--- src/rtl/rotation_matrix_to_quaternion_defines.svh ---
// Assertion macros for the rotation matrix to quaternion block.
// Used by the top level only; no other dependencies.
`ifndef ROTATION_MATRIX_TO_QUATERNION_DEFINES_SVH
`define ROTATION_MATRIX_TO_QUATERNION_DEFINES_SVH

// Same-cycle implication, disabled while reset is asserted.
`define RMQ_ASSERT_NOW(lbl, clk, rstn, ante, cons) \
  lbl: assert property (@(posedge clk) disable iff (!(rstn)) (ante) |-> (cons)) \
    else $error("rmq: same-cycle check failed");

// Next-cycle implication, disabled while reset is asserted.
`define RMQ_ASSERT_NEXT(lbl, clk, rstn, ante, cons) \
  lbl: assert property (@(posedge clk) disable iff (!(rstn)) (ante) |=> (cons)) \
    else $error("rmq: next-cycle check failed");

`endif

--- src/rtl/rmq_pkg.sv ---
// Shared types and constants for the rotation matrix to quaternion block.
// No dependencies; used by rmq_search_stage and the top level.
package rmq_pkg;

  localparam int unsigned NUM_LANES = 4;
  localparam int unsigned OUT_FRAC  = 14;
  localparam int unsigned MAG_W     = 16;
  localparam int unsigned SQ_W      = 2 * MAG_W;
  localparam int unsigned VW        = OUT_FRAC + 1;
  localparam int unsigned NW        = SQ_W + 2;
  localparam int unsigned AW        = SQ_W + 2 * OUT_FRAC + 2;
  localparam int unsigned PW        = 70;
  localparam int unsigned OUT_W     = 16;

  // One quaternion component in the normalizing search.
  // p = (2v-1)^2 * n, q = (2v-1) * n, a = mag^2 << 30.
  typedef struct packed {
    logic signed [PW-1:0] p;
    logic signed [PW-1:0] q;
    logic [AW-1:0]        a;
    logic [VW-1:0]        v;
    logic                 neg;
  } rmq_lane_t;

  typedef struct packed {
    rmq_lane_t [NUM_LANES-1:0] lane;
    logic [NW-1:0]             n;
    logic                      degen;
  } rmq_item_t;

endpackage

--- src/rtl/rmq_search_stage.sv ---
// One bit of the rounding search for |q| * 2^14 / sqrt(n), all four lanes.
// Depends on rmq_pkg for the item type and widths.
module rmq_search_stage #(
  parameter int unsigned Bit = 14
) (
  input  logic              clk_i,
  input  logic              rst_ni,
  input  logic              valid_i,
  output logic              ready_o,
  input  rmq_pkg::rmq_item_t item_i,
  output logic              valid_o,
  input  logic              ready_i,
  output rmq_pkg::rmq_item_t item_o
);

  logic                           valid_q;
  rmq_pkg::rmq_item_t             item_d;
  rmq_pkg::rmq_item_t             item_q;
  logic signed [rmq_pkg::PW-1:0]  nx;
  logic signed [rmq_pkg::PW-1:0]  pc   [rmq_pkg::NUM_LANES];
  logic [rmq_pkg::NUM_LANES-1:0]  ok;

  assign nx = signed'({{(rmq_pkg::PW - rmq_pkg::NW){1'b0}}, item_i.n});

  // Try v + 2^Bit: (2v-1 + 2^(Bit+1))^2 n expands to shifts and adds.
  for (genvar j = 0; j < rmq_pkg::NUM_LANES; j++) begin : g_lane
    assign pc[j] = item_i.lane[j].p + (item_i.lane[j].q <<< (Bit + 2))
                 + (nx <<< (2 * Bit + 2));
    assign ok[j] = pc[j] <= signed'({{(rmq_pkg::PW - rmq_pkg::AW){1'b0}},
                                     item_i.lane[j].a});
  end

  always_comb begin
    item_d = item_i;
    for (int j = 0; j < rmq_pkg::NUM_LANES; j++) begin
      if (ok[j]) begin
        item_d.lane[j].p = pc[j];
        item_d.lane[j].q = item_i.lane[j].q + (nx <<< (Bit + 1));
        item_d.lane[j].v = item_i.lane[j].v | (rmq_pkg::VW'(1) << Bit);
      end
    end
  end

  assign ready_o = !valid_q || ready_i;

  always_ff @(posedge clk_i or negedge rst_ni) begin
    if (!rst_ni) begin
      valid_q <= 1'b0;
    end else if (ready_o) begin
      valid_q <= valid_i;
    end
  end

  always_ff @(posedge clk_i) begin
    if (ready_o && valid_i) begin
      item_q <= item_d;
    end
  end

  assign valid_o = valid_q;
  assign item_o  = item_q;

endmodule

--- config.mk ---
export PLATFORM = sky130hd
export DESIGN_NAME = rmq_search_stage
export DESIGN_NICKNAME = d
export VERILOG_FILES = /design/src/rtl/rotation_matrix_to_quaternion_defines.svh /design/src/rtl/rmq_pkg.sv /design/src/rtl/rmq_search_stage.sv
export SDC_FILE = /design/constraint.sdc
export NUM_CORES = 2
export LEC_CHECK = 0
export BUFFER_PORTS_ARGS = -buffer_cell sky130_fd_sc_hd__buf_4
export CAP_MARGIN = 40
export CELL_PAD_IN_SITES_DETAIL_PLACEMENT = 1
export CELL_PAD_IN_SITES_GLOBAL_PLACEMENT = 2
export CORE_AREA = 2 2 718 720
export CTS_CLUSTER_SIZE = 28
export DETAILED_ROUTE_END_ITERATION = 6
export DIE_AREA = 0 0 720 722
export GPL_TIMING_DRIVEN = 1
export PLACE_DENSITY = 0.33
export SETUP_SLACK_MARGIN = 0.1
export SKIP_CTS_REPAIR_TIMING = 1
export SYNTH_ARGS = -nofsm -noshare
export SYNTH_HDL_FRONTEND = slang
export SYNTH_SLANG_ARGS = --single-unit
--- constraint.sdc ---
create_clock -name clk_i -period 31.5 [get_ports clk_i]
set_input_delay 9.45 -clock clk_i [delete_from_list [all_inputs] [get_ports clk_i]]
set_output_delay 9.45 -clock clk_i [all_outputs]
set_load 0.02 [all_outputs]
# After elaboration in Yosys (flattened, before gate mapping)

Cells that the tools add are included.

Word-level logic and storage cells: 50
Input port bits: 911
Output and inout bits: 909
Flip-flop bits (word level): 908

Magnitude comparators: 4
Add/sub/neg operators: 12
Reductions and logical operators: 3
Multiplexer cells: 4

Operators with widths:

| operator                       | count |
|---|---|
| 2-to-1 mux 140 bit             | 4 |
| adder 70 x 50 -> 70 bit        | 4 |
| adder 70 x 65 -> 70 bit        | 4 |
| adder 70 bit                   | 4 |
| <= comparator 70 x 63 -> 1 bit | 4 |
| logical AND 1 bit              | 1 |
| zero test 1 bit                | 1 |
| logical OR 1 bit               | 1 |

# Depth between registers and ports, before layout

Depth after elaboration: 4
Gate-level depth with buffers: 32

# Least setup slack after synthesis

OpenSTA, ideal clock, no wires.

Path kind: input to register
From: input ready_i
To: register item_q, in the netlist item_o[0], enable pin
Stages on the path: 2
Library setup time: 1.393 ns
Path slack: -0.047 ns
Arrival time: 30.154 ns
Cell sequence: nand2b_1 and2_1

Longest elaborated chain between the ends: 2

RTL lines:

| what                 | RTL line               | RTL |
|---|---|---|
| start, declared      | rmq_search_stage.sv:12 | `input logic ready_i,` |
| logical OR 1 bit     | rmq_search_stage.sv:44 | `assign ready_o = !valid_q \|\| ready_i;` |
| logical AND 1 bit    | rmq_search_stage.sv:55 | `if (ready_o && valid_i) begin` |
| end signal, assigned | rmq_search_stage.sv:56 | `item_q <= item_d;` |
| end, declared        | rmq_search_stage.sv:18 | `rmq_pkg::rmq_item_t item_q;` |

No other way between the ends.
A chain may end at the register's enable or synchronous reset.

# Worst setup path after layout

From: input ready_i
To: output ready_o

Longest elaborated chain between the ends: 1

RTL lines:

| what             | RTL line               | RTL |
|---|---|---|
| logical OR 1 bit | rmq_search_stage.sv:44 |  |
| end, declared    | rmq_search_stage.sv:9  | `output logic ready_o,` |

No other way between the ends.

==> impl_metrics.py <==
metrics = {
    "drt": {
        "met3_wirelength_mm": 31.57,
        "first_pass_iters": 5,
        "wl_per_cell_um": 31.15,
        "wl_met1_mm": 170.0,
        "drc": 0,
        "finalWirelength_mm": 450.1,
        "initialDrtViolationCount": 2552,
        "wl_met2_mm": 236.0,
        "highest-signal-layer": "met5",
        "vias": 53860,
        "ant_nets": 0,
        "vias_per_cell": 3.727,
    },
    "floorplan": {
        "boundaryPins": 1820,
        "die_w_um": 720,
        "rows": 263,
        "dieArea_mm2": 0.5198,
        "core-area_mm2": 0.5117,
        "die_y_um": 722,
        "initial_core_util": 0.1206,
    },
    "clock_tree": {
        "root_buffer": "clkbuf_16",
        "cts.sinks": 908,
        "clk_path_buf_depth": 4,
        "cts-buffers-inserted": 150,
        "clk_pin_slew_ns": 0.05,
        "cts_tree": "yes",
        "htree_num_levels": 4,
        "clock_latency_ns": 0.88,
    },
    "logic_synthesis": {
        "seq_area_frac_synth": 0.4419,
        "synth_nets": 7352,
        "synth-edff-count": 907,
        "yosys.area.top_type": "edfxtp_1",
        "yosys-top-cells-count": "907 x edfxtp_1, 668 x ha_1, 486 x nand2_1, 422 x a21oi_1, 398 x inv_1",
        "synth_cell_type_count": 92,
        "syn_avg_cell_area_um2": 10.96,
        "synth.area.top_cells": "edfxtp_1 44%, ha_1 14%, fa_1 4.7%",
        "syn_inst": 5629,
        "synth_most_common_cell": "edfxtp_1",
        "ys_ff_latch": 908,
        "synth_top_area_share": 0.4415,
        "netlist_area_mm2": 0.06169,
        "yosys_warnings": 0,
        "yosys_most_used_dff": "edfxtp_1",
        "synthArstFlopShare": 0.001101,
    },
    "sta": {
        "fin_skew_ns": 0.07244,
        "finalCritPeriodShare": 0.6140,
        "final-hold-violation-count": 0,
        "finalCriticalPeriod_ns": 19.34,
        "setup_violations": 0,
        "drv_slew": 0,
        "setup-tns-final_ns": 0,
        "slew_headroom": 0.3356,
        "rsz0062_at_grt": "no",
        "timing.fmax_ghz": 0.05170,
        "hold_ws_ns": 0.5638,
        "worstMarginPinSlew_ns": 0.9965,
    },
    "critical_path": {
        "worst-path-buf-inv": 2,
        "critPathSlowestCell": "buf_4",
        "end_kind": "output port",
        "crit_required_ns": 22.05,
        "cp_common_cell": "buf_4",
        "critPathLaunchType": "input port",
        "cp_top_family": "buffers and inverters",
        "cp_cell_sequence": "buf_4 > nand2b_1 > buf_4",
        "crit_fanout": 3,
        "crit_arrival_ns": 9.89,
        "path_class": "in2out",
        "critPathMaxStageDelay_ns": 0.17,
    },
    "job": {
        "drv_cap": 0,
    },
    "global_routing": {
        "antenna_found_initial": 193,
        "gr-total-overflow": 0,
        "grt_pass1_wl_mm": 582.0,
        "grt_max_degree": 134,
        "grt_pass1_vias": 58080,
        "grt.total_usage": 0.1666,
    },
    "power_and_ir_drop": {
        "p_leak_nw": 37.38,
        "p_int_mw": 3.257,
        "p_clk_frac": 0.311,
        "switchingPower_mw": 2.153,
        "ir_drop_v": 0.00003465,
        "sequentialPowerShare": 0.290,
        "pwr-share-comb": 0.399,
        "netSwitchingFraction": 0.3979,
        "power.density_mw_per_mm2": 60.94,
    },
    "placement": {
        "hpwl_mm": 389.1,
        "place_congestion": 0.8191,
        "io_buffers": 1819,
        "placedInstanceArea_mm2": 0.08399,
    },
    "final_layout": {
        "final_core_util": 0.1735,
        "syn_to_final_growth_pct": 43.91,
        "fill_cells": 58770,
        "fin_nets": 9252,
        "design_area_mm2": 0.08879,
        "drive_gt1_frac": 0.3034,
    },
    "outcome": {
        "outcome": "completed",
    },
    "min_path": {
        "hold_path_class": "reg2reg",
    },
}
## layout make-up
type	count	area, um2	area share
diodes	55	137.6	0.001550
clock buffers	185	3949	0.04448
clock inverters	78	710.7	0.008005
inverters	399	1498	0.01687
multi-input cells	4172	32360	0.3645
flip-flops and latches	908	27260	0.3070
well taps	6757	8454	0.09522
repair buffers	1898	14410	0.1623
## power groups by stage
stage | clock (mW) | combinational, mW | sequential (mW)
after global placement | 0 | 2.21 | 1.60
after floorplan | 0 | 1.02 | 1.75
after detailed placement | 0 | 2.22 | 1.59
after CTS | 1.78 | 2.24 | 1.57
after global routing | 1.80 | 2.37 | 1.58
final | 1.68 | 2.16 | 1.57
## state kept, by name, indices dropped and copies added, names as in the netlist
register  count
item_o      907
valid_o       1
## worst reg2reg max path: stages, from the launching register on
cell and delay (ns):
dfrtp_1 0.38, nand2b_1 0.12, and2_4 0.59, buf_12 0.58, buf_4 0.81, buf_4 0.94
## cells in the final DEF, fill, tap and decap left out, drive strengths merged, types with 31 or more instances in the layout
| master | instances |
|---|---|
| buf | 1898 |
| edfxtp | 907 |
| ha | 668 |
| nand2 | 486 |
| a21oi | 424 |
| inv | 402 |
| a21o | 297 |
| o21ai | 285 |
| nor2 | 276 |
| xnor2 | 236 |
| clkbuf | 185 |
| mux2 | 169 |
| fa | 144 |
| xor2 | 142 |
| nand4 | 131 |
| nand3 | 106 |
| and3 | 71 |
| nor3 | 71 |
| nor2b | 59 |
| clkinv | 59 |
| o21a | 58 |
| diode | 55 |
| o21bai | 50 |
| nand2b | 45 |
| a211oi | 44 |
| a31oi | 40 |
| o31ai | 37 |
| o211ai | 31 |
## per-stage QoR
| stage | power [mW] | instances | setup slack [ns] |
|---|---|---|---|
| after floorplan | 2.771 | 5629 | 10.20 |
| after global placement | 3.807 | 14120 | 12.14 |
| after detailed placement | 3.817 | 14130 | 12.15 |
| after CTS | 5.590 | 14400 | 12.16 |
| after global routing | 5.748 | 14410 | 12.15 |
| final | 5.410 | 14450 | 12.16 |
## cells by family (layout without fill, tap and decap cells)
| group | Yosys count | in the layout | share of synthesized area |
|---|---|---|---|
| compound gates | 1419 | 1419 | 0.1479 |
| flops | 908 | 908 | 0.4419 |
| fa+ha+maj | 812 | 812 | 0.1822 |
| buf+inv | 549 | 2560 | 0.03411 |
| other cells | 0 | 55 | 0 |
| xor+xnor | 378 | 378 | 0.05379 |
| mux | 175 | 175 | 0.03182 |
| simple gates | 1388 | 1388 | 0.1083 |
## per-layer routing
layer  GRT usage  vias up
li1            -    24790
met1      0.1803    26930
met2      0.3133     1547
met3     0.05142      503
met4     0.03950       98
met5           0        -
## worst paths after layout
kind,startpoint,slack [ns],end,cells after the start
worst max register to register,valid_o$_DFFE_PN0N_,27.63,item_o[768]$_DFFE_PP_,5
min in group asynchronous,rst_ni,8.33,valid_o$_DFFE_PN0N_,1
worst min-delay path,valid_o$_DFFE_PN0N_,0.56,valid_o$_DFFE_PN0N_,2
worst max-delay path,ready_i,12.16,ready_o,3
worst min register to register,valid_o$_DFFE_PN0N_,0.56,valid_o$_DFFE_PN0N_,2
max in group asynchronous,rst_ni,23.09,valid_o$_DFFE_PN0N_,1
Power figures use the tool's default switching activity.
